**src/rtl/core/ihrc_pkg.sv**
```systemverilog
// Shared types and constants for the IPv4 header receive check.
`timescale 1ns / 1ps
`default_nettype none

package ihrc_pkg;

  // Verdict codes
  localparam logic [2:0] V_DELIVER     = 3'd0;
  localparam logic [2:0] V_FRAGMENT    = 3'd1;
  localparam logic [2:0] V_NOT_FOR_US  = 3'd2;
  localparam logic [2:0] V_SHORT       = 3'd3;
  localparam logic [2:0] V_BAD_VERSION = 3'd4;
  localparam logic [2:0] V_BAD_HLEN    = 3'd5;
  localparam logic [2:0] V_BAD_CKSUM   = 3'd6;
  localparam logic [2:0] V_BAD_LEN     = 3'd7;

  // Configuration register indexes
  localparam int unsigned CFG_IDX_W = 3;
  localparam logic [CFG_IDX_W-1:0] CFG_LOCAL_ADDRESS      = 3'd0;
  localparam logic [CFG_IDX_W-1:0] CFG_SUBNET_BROADCAST   = 3'd1;
  localparam logic [CFG_IDX_W-1:0] CFG_NET_BROADCAST      = 3'd2;
  localparam logic [CFG_IDX_W-1:0] CFG_SUBNET_NUMBER      = 3'd3;
  localparam logic [CFG_IDX_W-1:0] CFG_NET_NUMBER         = 3'd4;
  localparam logic [CFG_IDX_W-1:0] CFG_BROADCAST_ENABLE   = 3'd5;

  // Header byte positions
  localparam logic [5:0] POS_VER_IHL   = 6'd0;
  localparam logic [5:0] POS_TLEN_HI   = 6'd2;
  localparam logic [5:0] POS_TLEN_LO   = 6'd3;
  localparam logic [5:0] POS_FLAGS_HI  = 6'd6;
  localparam logic [5:0] POS_FLAGS_LO  = 6'd7;
  localparam logic [5:0] POS_PROTO     = 6'd9;
  localparam logic [5:0] POS_DEST_0    = 6'd16;
  localparam logic [5:0] POS_DEST_1    = 6'd17;
  localparam logic [5:0] POS_DEST_2    = 6'd18;
  localparam logic [5:0] POS_DEST_3    = 6'd19;

  localparam logic [5:0]  COUNT_MAX     = 6'd63;
  localparam logic [5:0]  HDR_MIN_BYTES = 6'd20;
  localparam logic [3:0]  IP_VERSION    = 4'd4;
  localparam logic [3:0]  MIN_IHL       = 4'd5;
  localparam logic [15:0] SUM_GOOD      = 16'hFFFF;
  localparam logic [31:0] ADDR_ONES     = 32'hFFFF_FFFF;
  localparam logic [31:0] ADDR_ZERO     = 32'h0000_0000;

  typedef struct packed {
    logic [31:0] local_address;
    logic [31:0] subnet_broadcast;
    logic [31:0] net_broadcast;
    logic [31:0] subnet_number;
    logic [31:0] net_number;
    logic        broadcast_enable;
  } cfg_t;

  localparam cfg_t CFG_RESET = '{
    local_address:      32'h0000_0000,
    subnet_broadcast:   32'hFFFF_FFFF,
    net_broadcast:      32'hFFFF_FFFF,
    subnet_number:      32'h0000_0000,
    net_number:         32'h0000_0000,
    broadcast_enable:   1'b1
  };

  typedef struct packed {
    logic [2:0]  verdict;
    logic [7:0]  protocol;
    logic [5:0]  header_bytes;
    logic [15:0] payload_length;
    logic [12:0] fragment_offset;
    logic        more_fragments;
    logic        options_present;
  } result_t;

endpackage

`default_nettype wire

```
**src/rtl/core/ihrc_byte_if.sv**
```systemverilog
// Input byte channel: valid/ready with one packet byte and end mark.
`timescale 1ns / 1ps
`default_nettype none

interface ihrc_byte_if;
  logic       valid;
  logic       ready;
  logic [7:0] data_byte;
  logic       end_of_packet;

  modport source (output valid, output data_byte, output end_of_packet, input ready);
  modport sink   (input valid, input data_byte, input end_of_packet, output ready);
endinterface

`default_nettype wire

```
**src/rtl/core/ihrc_result_if.sv**
```systemverilog
// Result channel: valid/ready with one header verdict item.
`timescale 1ns / 1ps
`default_nettype none

interface ihrc_result_if;
  logic        valid;
  logic        ready;
  logic [2:0]  verdict;
  logic [7:0]  protocol;
  logic [5:0]  header_bytes;
  logic [15:0] payload_length;
  logic [12:0] fragment_offset;
  logic        more_fragments;
  logic        options_present;

  modport source (output valid, output verdict, output protocol, output header_bytes,
                  output payload_length, output fragment_offset, output more_fragments,
                  output options_present, input ready);
  modport sink   (input valid, input verdict, input protocol, input header_bytes,
                  input payload_length, input fragment_offset, input more_fragments,
                  input options_present, output ready);
endinterface

`default_nettype wire

```
**src/rtl/core/ihrc_cfg_if.sv**
```systemverilog
// Configuration write channel: valid/ready with register index and data.
`timescale 1ns / 1ps
`default_nettype none

interface ihrc_cfg_if;
  logic                           valid;
  logic                           ready;
  logic [ihrc_pkg::CFG_IDX_W-1:0] index;
  logic [31:0]                    wdata;

  modport source (output valid, output index, output wdata, input ready);
  modport sink   (input valid, input index, input wdata, output ready);
endinterface

`default_nettype wire

```
**src/rtl/core/ihrc_hdr_track.sv**
```systemverilog
// Per-packet header capture, checksum accumulation and verdict logic.
`timescale 1ns / 1ps
`default_nettype none

module ihrc_hdr_track (
  input  logic              clk,
  input  logic              rst,
  input  logic              step,
  input  logic [7:0]        data_byte,
  input  logic              end_of_packet,
  input  ihrc_pkg::cfg_t    cfg_regs,
  output logic              push,
  output ihrc_pkg::result_t result
);

  logic [5:0]  byte_count, byte_count_next;
  logic [15:0] sum_acc, sum_acc_next;
  logic [7:0]  high_byte_hold, high_byte_hold_next;
  logic [7:0]  version_ihl, version_ihl_next;
  logic [15:0] total_length, total_length_next;
  logic [15:0] flags_offset, flags_offset_next;
  logic [7:0]  proto_hold, proto_hold_next;
  logic [31:0] dest_hold, dest_hold_next;
  logic        verdict_given;

  logic [16:0] word_sum;
  logic [3:0]  ihl;
  logic [5:0]  hlen;
  logic        hdr_done;
  logic        dest_ours;
  logic [2:0]  full_verdict;
  logic [2:0]  hdr_verdict;
  logic [2:0]  verdict;
  logic        emit;

  always_comb begin
    version_ihl_next    = version_ihl;
    total_length_next   = total_length;
    flags_offset_next   = flags_offset;
    proto_hold_next     = proto_hold;
    dest_hold_next      = dest_hold;
    high_byte_hold_next = high_byte_hold;
    sum_acc_next        = sum_acc;
    word_sum            = {1'b0, sum_acc} + {1'b0, high_byte_hold, data_byte};

    unique case (byte_count) inside
      ihrc_pkg::POS_VER_IHL:  version_ihl_next = data_byte;
      ihrc_pkg::POS_TLEN_HI:  total_length_next = {data_byte, total_length[7:0]};
      ihrc_pkg::POS_TLEN_LO:  total_length_next = {total_length[15:8], data_byte};
      ihrc_pkg::POS_FLAGS_HI: flags_offset_next = {data_byte, flags_offset[7:0]};
      ihrc_pkg::POS_FLAGS_LO: flags_offset_next = {flags_offset[15:8], data_byte};
      ihrc_pkg::POS_PROTO:    proto_hold_next = data_byte;
      ihrc_pkg::POS_DEST_0, ihrc_pkg::POS_DEST_1,
      ihrc_pkg::POS_DEST_2, ihrc_pkg::POS_DEST_3:
        dest_hold_next = {dest_hold[23:0], data_byte};
      default: ;
    endcase

    // even byte opens a word, odd byte closes it with end-around carry
    if (!byte_count[0]) begin
      high_byte_hold_next = data_byte;
    end else if (word_sum[16]) begin
      sum_acc_next = word_sum[15:0] + 16'd1;
    end else begin
      sum_acc_next = word_sum[15:0];
    end

    byte_count_next = (byte_count < ihrc_pkg::COUNT_MAX) ? byte_count + 6'd1
                                                          : ihrc_pkg::COUNT_MAX;
  end

  always_comb begin
    ihl  = version_ihl_next[3:0];
    hlen = {ihl, 2'b00};

    dest_ours = (dest_hold_next == cfg_regs.local_address) ||
                (cfg_regs.broadcast_enable &&
                 ((dest_hold_next == cfg_regs.subnet_broadcast) ||
                  (dest_hold_next == cfg_regs.net_broadcast) ||
                  (dest_hold_next == cfg_regs.subnet_number) ||
                  (dest_hold_next == cfg_regs.net_number))) ||
                (dest_hold_next == ihrc_pkg::ADDR_ONES) ||
                (dest_hold_next == ihrc_pkg::ADDR_ZERO);

    if (sum_acc_next != ihrc_pkg::SUM_GOOD) begin
      full_verdict = ihrc_pkg::V_BAD_CKSUM;
    end else if (total_length_next < {10'd0, hlen}) begin
      full_verdict = ihrc_pkg::V_BAD_LEN;
    end else if (!dest_ours) begin
      full_verdict = ihrc_pkg::V_NOT_FOR_US;
    end else if (flags_offset_next[13:0] != 14'd0) begin
      full_verdict = ihrc_pkg::V_FRAGMENT;
    end else begin
      full_verdict = ihrc_pkg::V_DELIVER;
    end

    hdr_done    = 1'b0;
    hdr_verdict = full_verdict;
    if (byte_count_next == ihrc_pkg::HDR_MIN_BYTES) begin
      if (version_ihl_next[7:4] != ihrc_pkg::IP_VERSION) begin
        hdr_done    = 1'b1;
        hdr_verdict = ihrc_pkg::V_BAD_VERSION;
      end else if (ihl < ihrc_pkg::MIN_IHL) begin
        hdr_done    = 1'b1;
        hdr_verdict = ihrc_pkg::V_BAD_HLEN;
      end else if (hlen == ihrc_pkg::HDR_MIN_BYTES) begin
        hdr_done    = 1'b1;
      end
    end else if (byte_count_next > ihrc_pkg::HDR_MIN_BYTES && byte_count_next == hlen) begin
      hdr_done = 1'b1;
    end

    // header verdict wins over a packet end on the same byte
    verdict = hdr_done ? hdr_verdict : ihrc_pkg::V_SHORT;
    emit    = !verdict_given && (hdr_done || end_of_packet);
    push    = step && emit;

    result.verdict         = verdict;
    result.protocol        = proto_hold_next;
    result.header_bytes    = hlen;
    result.payload_length  = (verdict <= ihrc_pkg::V_NOT_FOR_US)
                             ? total_length_next - {10'd0, hlen} : 16'd0;
    result.fragment_offset = flags_offset_next[12:0];
    result.more_fragments  = flags_offset_next[13];
    result.options_present = (ihl > ihrc_pkg::MIN_IHL);
  end

  always_ff @(posedge clk) begin
    if (rst || (step && end_of_packet)) begin
      byte_count     <= '0;
      sum_acc        <= '0;
      high_byte_hold <= '0;
      version_ihl    <= '0;
      total_length   <= '0;
      flags_offset   <= '0;
      proto_hold     <= '0;
      dest_hold      <= '0;
      verdict_given  <= 1'b0;
    end else if (step && !verdict_given) begin
      byte_count     <= byte_count_next;
      sum_acc        <= sum_acc_next;
      high_byte_hold <= high_byte_hold_next;
      version_ihl    <= version_ihl_next;
      total_length   <= total_length_next;
      flags_offset   <= flags_offset_next;
      proto_hold     <= proto_hold_next;
      dest_hold      <= dest_hold_next;
      verdict_given  <= emit;
    end
  end

endmodule

`default_nettype wire

```
**src/rtl/core/ipv4_header_receive_check_unit.sv**
```systemverilog
// IPv4 header receive check: top level with input register and result skid.
//
// Bytes of a received packet enter on byte_in, header first, one item per
// cycle while byte_in.ready allows; end_of_packet marks the last byte. Each
// packet yields exactly one item on result_out: the header verdict as soon
// as 20 bytes or the full header have arrived, or a short verdict if the
// packet ends first. Bytes after the verdict are consumed silently up to
// end_of_packet. Address registers are written through cfg, which is always
// ready; write them only while no packet is in flight.
// A deciding byte passes the input register; its result is then registered
// in a result slot. Throughput: one byte per cycle while a result slot is
// free, set by the single pass of capture, checksum add and address compare.
// When result_out stalls, a second result is held in a skid register, so
// input keeps flowing until both result slots are full; byte_in.ready then
// follows result_out.ready.
// Reset (synchronous, active high) clears the packet state, empties both
// pipeline stages and restores the register defaults. No clearing pass.
`timescale 1ns / 1ps
`default_nettype none

module ipv4_header_receive_check_unit (
  input  logic          clk,
  input  logic          rst,
  ihrc_byte_if.sink     byte_in,
  ihrc_result_if.source result_out,
  ihrc_cfg_if.sink      cfg
);

  ihrc_pkg::cfg_t    cfg_regs;
  ihrc_pkg::result_t push_data;
  ihrc_pkg::result_t out_reg;
  ihrc_pkg::result_t skid_reg;

  logic       s1_valid;
  logic [7:0] s1_byte;
  logic       s1_eop;
  logic       s1_adv;
  logic       push;
  logic       pop;
  logic       out_valid;
  logic       skid_valid;

  // configuration registers
  assign cfg.ready = 1'b1;

  always_ff @(posedge clk) begin
    if (rst) begin
      cfg_regs <= ihrc_pkg::CFG_RESET;
    end else if (cfg.valid) begin
      unique case (cfg.index)
        ihrc_pkg::CFG_LOCAL_ADDRESS:      cfg_regs.local_address      <= cfg.wdata;
        ihrc_pkg::CFG_SUBNET_BROADCAST:   cfg_regs.subnet_broadcast   <= cfg.wdata;
        ihrc_pkg::CFG_NET_BROADCAST:      cfg_regs.net_broadcast      <= cfg.wdata;
        ihrc_pkg::CFG_SUBNET_NUMBER:      cfg_regs.subnet_number      <= cfg.wdata;
        ihrc_pkg::CFG_NET_NUMBER:         cfg_regs.net_number         <= cfg.wdata;
        ihrc_pkg::CFG_BROADCAST_ENABLE:   cfg_regs.broadcast_enable   <= cfg.wdata[0];
        default: ;
      endcase
    end
  end

  // input register; advance only when a result slot is free
  assign pop            = out_valid && result_out.ready;
  assign s1_adv         = s1_valid && (!skid_valid || pop);
  assign byte_in.ready  = !s1_valid || s1_adv;

  always_ff @(posedge clk) begin
    if (rst) begin
      s1_valid <= 1'b0;
    end else if (byte_in.ready) begin
      s1_valid <= byte_in.valid;
    end
  end

  always_ff @(posedge clk) begin
    if (byte_in.ready && byte_in.valid) begin
      s1_byte <= byte_in.data_byte;
      s1_eop  <= byte_in.end_of_packet;
    end
  end

  ihrc_hdr_track u_track (
    .clk           (clk),
    .rst           (rst),
    .step          (s1_adv),
    .data_byte     (s1_byte),
    .end_of_packet (s1_eop),
    .cfg_regs      (cfg_regs),
    .push          (push),
    .result        (push_data)
  );

  // result register plus skid
  always_ff @(posedge clk) begin
    if (rst) begin
      out_valid  <= 1'b0;
      skid_valid <= 1'b0;
    end else if (pop) begin
      if (skid_valid) begin
        out_valid  <= 1'b1;
        skid_valid <= push;
      end else begin
        out_valid  <= push;
      end
    end else if (!out_valid) begin
      out_valid <= push;
    end else if (push) begin
      skid_valid <= 1'b1;
    end
  end

  always_ff @(posedge clk) begin
    if (pop) begin
      if (skid_valid) begin
        out_reg <= skid_reg;
        if (push) begin
          skid_reg <= push_data;
        end
      end else if (push) begin
        out_reg <= push_data;
      end
    end else if (!out_valid) begin
      if (push) begin
        out_reg <= push_data;
      end
    end else if (push) begin
      skid_reg <= push_data;
    end
  end

  assign result_out.valid           = out_valid;
  assign result_out.verdict         = out_reg.verdict;
  assign result_out.protocol        = out_reg.protocol;
  assign result_out.header_bytes    = out_reg.header_bytes;
  assign result_out.payload_length  = out_reg.payload_length;
  assign result_out.fragment_offset = out_reg.fragment_offset;
  assign result_out.more_fragments  = out_reg.more_fragments;
  assign result_out.options_present = out_reg.options_present;

endmodule

`default_nettype wire

```
**src/flat_wrapper.sv**
```systemverilog
// flat-port wrapper written by rule: the top's interface ports become plain ports
module ipv4_header_receive_check_unit_flat 
  (clk, rst, byte_in_valid, byte_in_data_byte, byte_in_end_of_packet, byte_in_ready, result_out_valid, result_out_verdict, result_out_protocol, result_out_header_bytes, result_out_payload_length, result_out_fragment_offset, result_out_more_fragments, result_out_options_present, result_out_ready, cfg_valid, cfg_index, cfg_wdata, cfg_ready);
  ihrc_byte_if byte_in_i ();
  ihrc_result_if result_out_i ();
  ihrc_cfg_if cfg_i ();
  input  logic clk;
  input  logic rst;
  input wire logic [$bits(byte_in_i.valid)-1:0] byte_in_valid;
  input wire logic [$bits(byte_in_i.data_byte)-1:0] byte_in_data_byte;
  input wire logic [$bits(byte_in_i.end_of_packet)-1:0] byte_in_end_of_packet;
  output wire logic [$bits(byte_in_i.ready)-1:0] byte_in_ready;
  output wire logic [$bits(result_out_i.valid)-1:0] result_out_valid;
  output wire logic [$bits(result_out_i.verdict)-1:0] result_out_verdict;
  output wire logic [$bits(result_out_i.protocol)-1:0] result_out_protocol;
  output wire logic [$bits(result_out_i.header_bytes)-1:0] result_out_header_bytes;
  output wire logic [$bits(result_out_i.payload_length)-1:0] result_out_payload_length;
  output wire logic [$bits(result_out_i.fragment_offset)-1:0] result_out_fragment_offset;
  output wire logic [$bits(result_out_i.more_fragments)-1:0] result_out_more_fragments;
  output wire logic [$bits(result_out_i.options_present)-1:0] result_out_options_present;
  input wire logic [$bits(result_out_i.ready)-1:0] result_out_ready;
  input wire logic [$bits(cfg_i.valid)-1:0] cfg_valid;
  input wire logic [$bits(cfg_i.index)-1:0] cfg_index;
  input wire logic [$bits(cfg_i.wdata)-1:0] cfg_wdata;
  output wire logic [$bits(cfg_i.ready)-1:0] cfg_ready;
  assign byte_in_i.valid = byte_in_valid;
  assign byte_in_i.data_byte = byte_in_data_byte;
  assign byte_in_i.end_of_packet = byte_in_end_of_packet;
  assign byte_in_ready = byte_in_i.ready;
  assign result_out_valid = result_out_i.valid;
  assign result_out_verdict = result_out_i.verdict;
  assign result_out_protocol = result_out_i.protocol;
  assign result_out_header_bytes = result_out_i.header_bytes;
  assign result_out_payload_length = result_out_i.payload_length;
  assign result_out_fragment_offset = result_out_i.fragment_offset;
  assign result_out_more_fragments = result_out_i.more_fragments;
  assign result_out_options_present = result_out_i.options_present;
  assign result_out_i.ready = result_out_ready;
  assign cfg_i.valid = cfg_valid;
  assign cfg_i.index = cfg_index;
  assign cfg_i.wdata = cfg_wdata;
  assign cfg_ready = cfg_i.ready;
  ipv4_header_receive_check_unit u_core (.clk(clk), .rst(rst), .byte_in(byte_in_i), .result_out(result_out_i), .cfg(cfg_i));
endmodule
```
**config.mk**
```make
export PLATFORM = sky130hd
export DESIGN_NAME = ipv4_header_receive_check_unit_flat
export DESIGN_NICKNAME = d
export VERILOG_FILES = /design/src/rtl/core/ihrc_pkg.sv /design/src/rtl/core/ihrc_byte_if.sv /design/src/rtl/core/ihrc_result_if.sv /design/src/rtl/core/ihrc_cfg_if.sv /design/src/rtl/core/ihrc_hdr_track.sv /design/src/rtl/core/ipv4_header_receive_check_unit.sv /design/src/flat_wrapper.sv
export SDC_FILE = /design/constraint.sdc
export NUM_CORES = 1
export LEC_CHECK = 0
export BUFFER_PORTS_ARGS = -buffer_cell sky130_fd_sc_hd__buf_2
export CAP_MARGIN = 0
export CORE_ASPECT_RATIO = 0.8
export CORE_MARGIN = 4
export CORE_UTILIZATION = 30
export CTS_CLUSTER_DIAMETER = 60
export DETAILED_ROUTE_END_ITERATION = 7
export PLACE_DENSITY_LB_ADDON = 0.08
export SYNTH_ARGS = -nofsm -noshare
export SYNTH_HDL_FRONTEND = slang
export SYNTH_SLANG_ARGS = --single-unit
```
**constraint.sdc**
```tcl
create_clock -name clk -period 5.7 [get_ports clk]
set_clock_uncertainty 0.15 [all_clocks]
set_input_delay 0.57 -clock clk [delete_from_list [all_inputs] [get_ports clk]]
set_output_delay 0.57 -clock clk [all_outputs]
set_load 0.05 [all_outputs]
```
==> metrics.md, run 1 <==
| Metric | Value |
|---|---|
| Slew HR | `17.3%` |
| Fmax | `189 MHz` |
| Commonest cells after routing, fill and taps aside | `nand2_1, dfxtp_1, a21oi_1` |
| Failing checks | `DRC` |
| Gr ovfl total | `0` |
| FF-to-FF setup slack | `0.42 ns` |
| Die width | `300 µm` |
| Seq/Total Area, Yosys | `41.9%` |
| Hpwl dp | `72100 µm` |
| Largest net degree at the start of global routing | `91` |
| Reg-to-reg startpoint | `u_core.u_track.byte_count[0]$_SDFFE_PP0P_` |
| Startpoint types | `flop` |
| Layout area overhead | `16.2%` |
| Syn avg cell area | `8.14 µm²` |
| Max reg flops | `161` |
| Post-synth top area share | `26.7%` |
| Area contributors post-synth | `dfxtp_1, edfxtp_1, nand2_1` |
| Most common cell after layout, fill and taps aside | `nand2_1` |
| CTS tree | `done` |
| Routed vias | `19700` |
| Ratio of cells with drive above 1 in the final layout | `11.1%` |
| Cells on worst reg2reg path | `17` |
| Root Buffer | `clkbuf_16` |
| EDFF count, synth | `103` |
| CP max FO | `25` |
| CP Class | `flop to flop` |
| Num CTS Buffers | `44` |
| Reg clk slew, reported paths | `0.06 ns` |
| DRT Wirelength | `98000 µm` |
| Gr usage total | `26.3%` |
| P per Cell Area | `300 mW/mm²` |
| Port Buffers | `98` |
| Slew Viols, Final | `0` |
| Detailed-route DRC error count | `3` |
| Vias in the first global route | `18200` |
| Routability congestion estimate | `1.02` |
| Yosys warnings | `0` |
| First-pass GRT wire length | `139000 µm` |
| ANT nets after route | `0` |
| Mapped Cells | `2511` |
| Mapped Area | `0.0204 mm²` |
| Worst path arrival time | `5.47 ns` |
| Ys async rst share | `0%` |
| Diodes inserted | `0` |
| Period utilisation layout | `92.6%` |
| Worst setup EP type | `flop` |
| RSZ-0062 raised after global routing | `no` |
| Router iterations before antenna repair | `8` |
| Pleak | `0.00899 µW` |
| Mean routed wirelength per cell | `27.9 µm` |
| Initial DRC count | `2379` |
| Hold Crit Class | `input pin to flop` |
| NumNets Final | `2640` |
| Leading area contributor after synthesis | `dfxtp_1` |
| Final TNS setup | `0 ns` |
| Worst-margin pin slew | `1.24 ns` |
| WHS Path Cells | `3` |
| # setup viols final | `0` |
| VDD IR max | `0.000204 V` |
| # rows | `85` |
| Postcts setup bufs | `0` |
| Fillers | `7160` |
| Placed Cells | `3422` |
| Multi-input logic area | `0.0108 mm²` |
| CP startpoint | `u_core.u_track.byte_count[0]$_SDFFE_PP0P_` |
| Status | `finished, violations left` |
| Req. time, crit path | `5.89 ns` |
| Finished Layout Cells | `3512` |
| Start point of the worst hold path | `byte_in_valid` |
| H-Tree Level Count | `2` |
| Final min period | `5.28 ns` |
| #FFs+latches synth | `376` |
| Clock Sinks | `376` |
| Max-cap check violation count | `0` |
| Sequential Area | `0.00856 mm²` |
| Ports | `100` |
| Vias per cell | `5.61` |
| Core ar. | `0.0674 mm²` |
| Synth cell types | `84` |
| Later-pin clock latency in the skew report | `0.60 ns` |
| Initial antenna violation count | `1` |
| Syn Nets | `2587` |
| CTS Buffer Depth | `3` |
| Predominant post-synthesis flop cell | `dfxtp_1` |
| Initial core utilization | `30.3%` |
| Final Hold Fails | `0` |
| Die area | `0.0724 mm²` |
| Die span in y | `241 µm` |
## cells by family (layout without fill, tap and decap cells)
group | after synthesis | in the layout | share of synthesized area, %
simple gates | 987 | 987 | 22.5
compound gates | 639 | 639 | 20.2
flops | 376 | 376 | 41.9
buf+inv | 294 | 382 | 5.59
xor+xnor | 170 | 170 | 7.28
fa+ha+maj | 27 | 27 | 1.73
mux | 17 | 17 | 0.839
other cells | 1 | 1 | 0.0183
## final timing paths
path | end
max | u_core.skid_reg[30]$_DFFE_PP_
min | u_core.s1_valid$_SDFFE_PP0N_
max reg2reg | u_core.skid_reg[30]$_DFFE_PP_
min reg2reg | u_core.u_track.total_length[5]$_SDFFE_PP0P_
## cells in the mapped netlist (all sizes together), types with 33 or more instances
master and n:
nand2 506, dfxtp 273, a21oi 247, clkbuf 157, nor2 156, inv 104, edfxtp 103, xor2 90
o21ai 80, xnor2 80, nand3b 67, a211oi 51, nor3 47, nor4 47, o22ai 43, a22oi 33
nand4 33
## per-layer routing
metal / up-vias / global-route usage [%] / part of all wire (%)
li1: 8993 / - / -
met1: 9823 / 41.8 / 51
met2: 785 / 35.3 / 38
met3: 114 / 6.69 / 9.2
met4: 0 / 5.24 / 1.9
met5: - / 0 / 0
## worst max-delay path, stage by stage, from the launching register on
cell and delay (ns):
dfxtp_1 0.45, inv_1 0.12, ha_1 0.26, or4_1 0.67, nand2_1 0.24, buf_4 0.37, a21oi_1 0.17, xnor2_1 0.17
or4_1 0.51, nor4_1 0.33, a311oi_1 0.18, a21boi_1 0.40, o21ai_1 0.10, a221o_1 0.34, buf_12 0.17, o21ai_4 0.12
buf_4 0.16, nor2_1 0.06
## report_power, final
group          switching (µW)  total (µW)  leakage (µW)  internal (µW)
logic                     792        1110       0.00494            314
registers                 146        3050       0.00329           2900
clock network            1220        2970      0.000751           1740
## repair_timing
action | 4_1_cts | 5_1_grt
hold buffers | 9 | 0
setup endpoints to repair | 0 | 20
endpoints found under the hold margin | 9 | 0
resized for setup | 0 | 1
## area by class of cell
type	instances	share of cell area [%]
inverters	107	1.69
repair buffers	194	5.42
clock inverters	13	0.759
clock buffers	68	5.69
multi-input cells	1841	45.6
well taps	913	4.81
flip-flops and latches	376	36.0
## through the flow
| stage | util [%] | instance area (µm²) | worst slack (ns) | hold slack, ns | power, µW |
|---|---|---|---|---|---|
| after floorplan | - | 20500 | 0.0486 | 0.286 | 3780 |
| after global placement | 32.8 | 22100 | 0.405 | 0.292 | 4200 |
| after detailed placement | 32.8 | 22100 | 0.396 | 0.299 | 4200 |
| after CTS | 35.2 | 23700 | 0.382 | 0.0529 | 7200 |
| after global routing | 35.2 | 23700 | 0.0535 | 0.0858 | 7400 |
| final | 35.2 | 23700 | 0.420 | 0.0987 | 7120 |
(Power assumes the default switching activity.)
==> inputs of run 2 (changes only) <==
--- a/config.mk
+++ b/config.mk
@@ -12,6 +12,7 @@
 export CORE_UTILIZATION = 30
 export CTS_CLUSTER_DIAMETER = 60
 export DETAILED_ROUTE_END_ITERATION = 7
+export MAX_ROUTING_LAYER = met4
 export PLACE_DENSITY_LB_ADDON = 0.08
 export SYNTH_ARGS = -nofsm -noshare
 export SYNTH_HDL_FRONTEND = slang
==> run 2 against run 1 <==
Effect of this change: the run still ends with DRC left; critical path type unchanged; combinational power hardly changed; count of clock-buffer cells in the layout decreased by 3; core utilization grew 0.21 points.
==> metrics.md, run 2 (synthesis gave the netlist of run 1 again) <==
| Metric | Value |
|---|---|
| Clock Sinks | `376 (unchanged)` |
| Core ar. | `0.0674 mm² (unchanged)` |
| Place WS | `0.343 ns (-0.0531 ns)` |
| CP Class | `flop to flop` |
| Clock network power share | `42.4% (+0.7 points)` |
| DRT Wirelength | `105000 µm (+7.0%)` |
| Die area | `0.0724 mm² (unchanged)` |
| Ports | `100 (unchanged)` |
| Setup ws final | `0.374 ns (-0.0463 ns)` |
| Failing checks | `DRC` |
| Ratio of cells with drive above 1 in the final layout | `11.8% (+0.74 points)` |
| Start point of the worst hold path | `byte_in_valid` |
| Vias in the first global route | `18500 (+1.7%)` |
| Slew HR | `16.7% (-0.61 points)` |
| Die width | `300 µm (unchanged)` |
| Detailed-route DRC error count | `1 (-2)` |
| Gr usage total | `29.2% (+2.9 points)` |
| CTS tree | `done` |
| Mean routed wirelength per cell | `29.7 µm (+6.5%)` |
| # setup viols final | `0 (unchanged)` |
| Layout area overhead | `16.8%` |
| VDD IR max | `0.000214 V (+4.9%)` |
| CTS Buffer Depth | `3 (unchanged)` |
| Max reg flops | `161 (unchanged)` |
| R2r endpoint | `u_core.skid_reg[15]$_DFFE_PP_` |
| Hold Crit Class | `input pin to flop` |
| Max-cap check violation count | `0 (unchanged)` |
| Cells on worst reg2reg path | `17 (unchanged)` |
| First-pass GRT wire length | `147000 µm (+6.1%)` |
| Pleak | `0.00907 µW (+0.89%)` |
| Commonest cells after routing, fill and taps aside | `nand2_1, dfxtp_1, a21oi_1` |
| Worst path arrival time | `5.51 ns (+0.04 ns)` |
| Worst setup EP type | `flop` |
| Num CTS Buffers | `46 (+4.5%)` |
| Reg power frac | `42.1% (-0.7 points)` |
| Psw | `2220 µW (+2.8%)` |
| WHS Path Cells | `3 (unchanged)` |
| Fillers | `7215 (+0.77%)` |
| Final min period | `5.33 ns (+0.0463 ns)` |
| P per Cell Area | `303 mW/mm² (+1.0%)` |
| Initial DRC count | `2397 (+0.76%)` |
| Router iterations before antenna repair | `8 (unchanged)` |
| FF-to-FF setup slack | `0.37 ns (-0.05 ns)` |
| Initial core utilization | `30.3% (unchanged)` |
| Gr ovfl total | `0 (unchanged)` |
| Port Buffers | `98 (unchanged)` |
| Later-pin clock latency in the skew report | `0.60 ns (about the same)` |
| ANT nets after route | `0 (unchanged)` |
| Routability congestion estimate | `1.01 (-0.57%)` |
| Final Hold Fails | `0 (unchanged)` |
| NumNets Final | `2653 (+0.49%)` |
| CP max FO | `19 (-24%)` |
| Root Buffer | `clkbuf_16` |
| Final TNS setup | `0 ns (unchanged)` |
| Reg clk slew, reported paths | `0.06 ns (about the same)` |
| Vias per cell | `5.67 (+1.1%)` |
| Status | `finished, violations left` |
| Postcts setup bufs | `0 (unchanged)` |
| Worst-margin pin slew | `1.25 ns (+0.00910 ns)` |
| Int Power | `5020 µW (+1.1%)` |
| Reg-to-reg startpoint | `u_core.u_track.byte_count[0]$_SDFFE_PP0P_` |
| H-Tree Level Count | `2 (unchanged)` |
| Largest net degree at the start of global routing | `86 (-5.5%)` |
| Hpwl dp | `77600 µm (+7.6%)` |
| Die span in y | `241 µm (unchanged)` |
| Slew Viols, Final | `0 (unchanged)` |
| Fmax | `188 MHz (-0.87%)` |
| RSZ-0062 raised after global routing | `no` |
| Initial antenna violation count | `3 (+2)` |
| # rows | `85 (unchanged)` |
| Sw Ratio | `30.7% (+0.35 points)` |
| Most common cell after layout, fill and taps aside | `nand2_1` |
| Period utilisation layout | `93.4% (+0.81 points)` |
| Routed vias | `20000 (+1.6%)` |
| Hold path endpoint | `u_core.s1_valid$_SDFFE_PP0N_` |
| Logic pwr share | `15.5% (about the same)` |
| Req. time, crit path | `5.88 ns (about the same)` |
| Startpoint types | `flop` |
run 2: through the flow:
stage / instances / utilization, % / area [µm²] / hold WS [ns] / total power [µW]
final: 3529 / 35.4 / 23900 / 0.0967 / 7240
after detailed placement: 3433 / 32.9 / 22200 / 0.296 / 4220
after CTS: 3527 / 35.4 / 23900 / 0.0612 / 7310
after floorplan: 2511 / - / 20500 / 0.286 / 3780
after global placement: 3433 / 32.9 / 22200 / 0.294 / 4210
after global routing: 3529 / 35.4 / 23900 / 0.0982 / 7520
run 2: area by class of cell:
class / instances / area [µm²] / area share (%)
diodes: 2 / 5.00 / 0.0210
clock buffers: 65 / 1350 / 5.63
clock inverters: 20 / 229 / 0.959
inverters: 107 / 402 / 1.68
multi-input cells: 1841 / 10800 / 45.4
flip-flops and latches: 376 / 8560 / 35.8
well taps: 913 / 1140 / 4.78
repair buffers: 205 / 1370 / 5.73
run 2: layer usage:
metal | vias to the layer above | track usage, % | share of wire (%)
met1 | 10100 | 46.4 | 52
met3 | 108 | 5.20 | 7.9
met2 | 799 | 38.2 | 38
met5 | - | - | 0
met4 | 0 | 4.79 | 1.6
li1 | 9030 | - | -
run 2: worst max-delay path, cell delays in order, from the launching register on:
cell	delay, ns
dfxtp_1	0.46
inv_1	0.13
ha_1	0.26
or4_1	0.67
nand2_1	0.18
buf_4	0.26
mux2i_1	0.52
xnor2_1	0.10
or4_1	0.49
nor4_1	0.31
a311oi_1	0.15
a21boi_1	0.41
o21ai_1	0.10
a221o_1	0.34
buf_12	0.17
o21ai_4	0.12
buf_4	0.16
nor2_1	0.05
run 2: how the worst max path moves through the flow:
stage                                                    from                                             to  depth (start not counted)
detailed placement  u_core.u_track.byte_count[0]$_SDFFE_PP0P_                  u_core.skid_reg[24]$_DFFE_PP_                         17
finish              u_core.u_track.byte_count[0]$_SDFFE_PP0P_                  u_core.skid_reg[15]$_DFFE_PP_                         17
CTS                               u_core.s1_byte[1]$_DFFE_PP_         u_core.result_out.verdict[2]$_DFFE_PP_                         15
global placement                  u_core.s1_byte[1]$_DFFE_PP_         u_core.result_out.verdict[2]$_DFFE_PP_                         15
global route        u_core.u_track.byte_count[0]$_SDFFE_PP0P_  u_core.result_out.payload_length[8]$_DFFE_PP_                         16
floorplan           u_core.u_track.byte_count[0]$_SDFFE_PP0P_                   u_core.skid_reg[0]$_DFFE_PP_                         12
run 2: repair_timing:
| action | 4_1_cts | 5_1_grt |
|---|---|---|
| resized for setup | 0 | 2 |
| hold endpoints to repair | 9 | 0 |
| hold buffers | 9 | 0 |
| endpoints found under the setup margin | 0 | 34 |
run 2: power by group through the flow:
stage                     registers [µW]  logic [µW]  clock network, µW
final                               3050        1120               3070
after global placement              3100        1110                  0
after global routing                3060        1210               3250
after floorplan                     3300         484                  0
after CTS                           3050        1120               3140
after detailed placement            3100        1110                  0
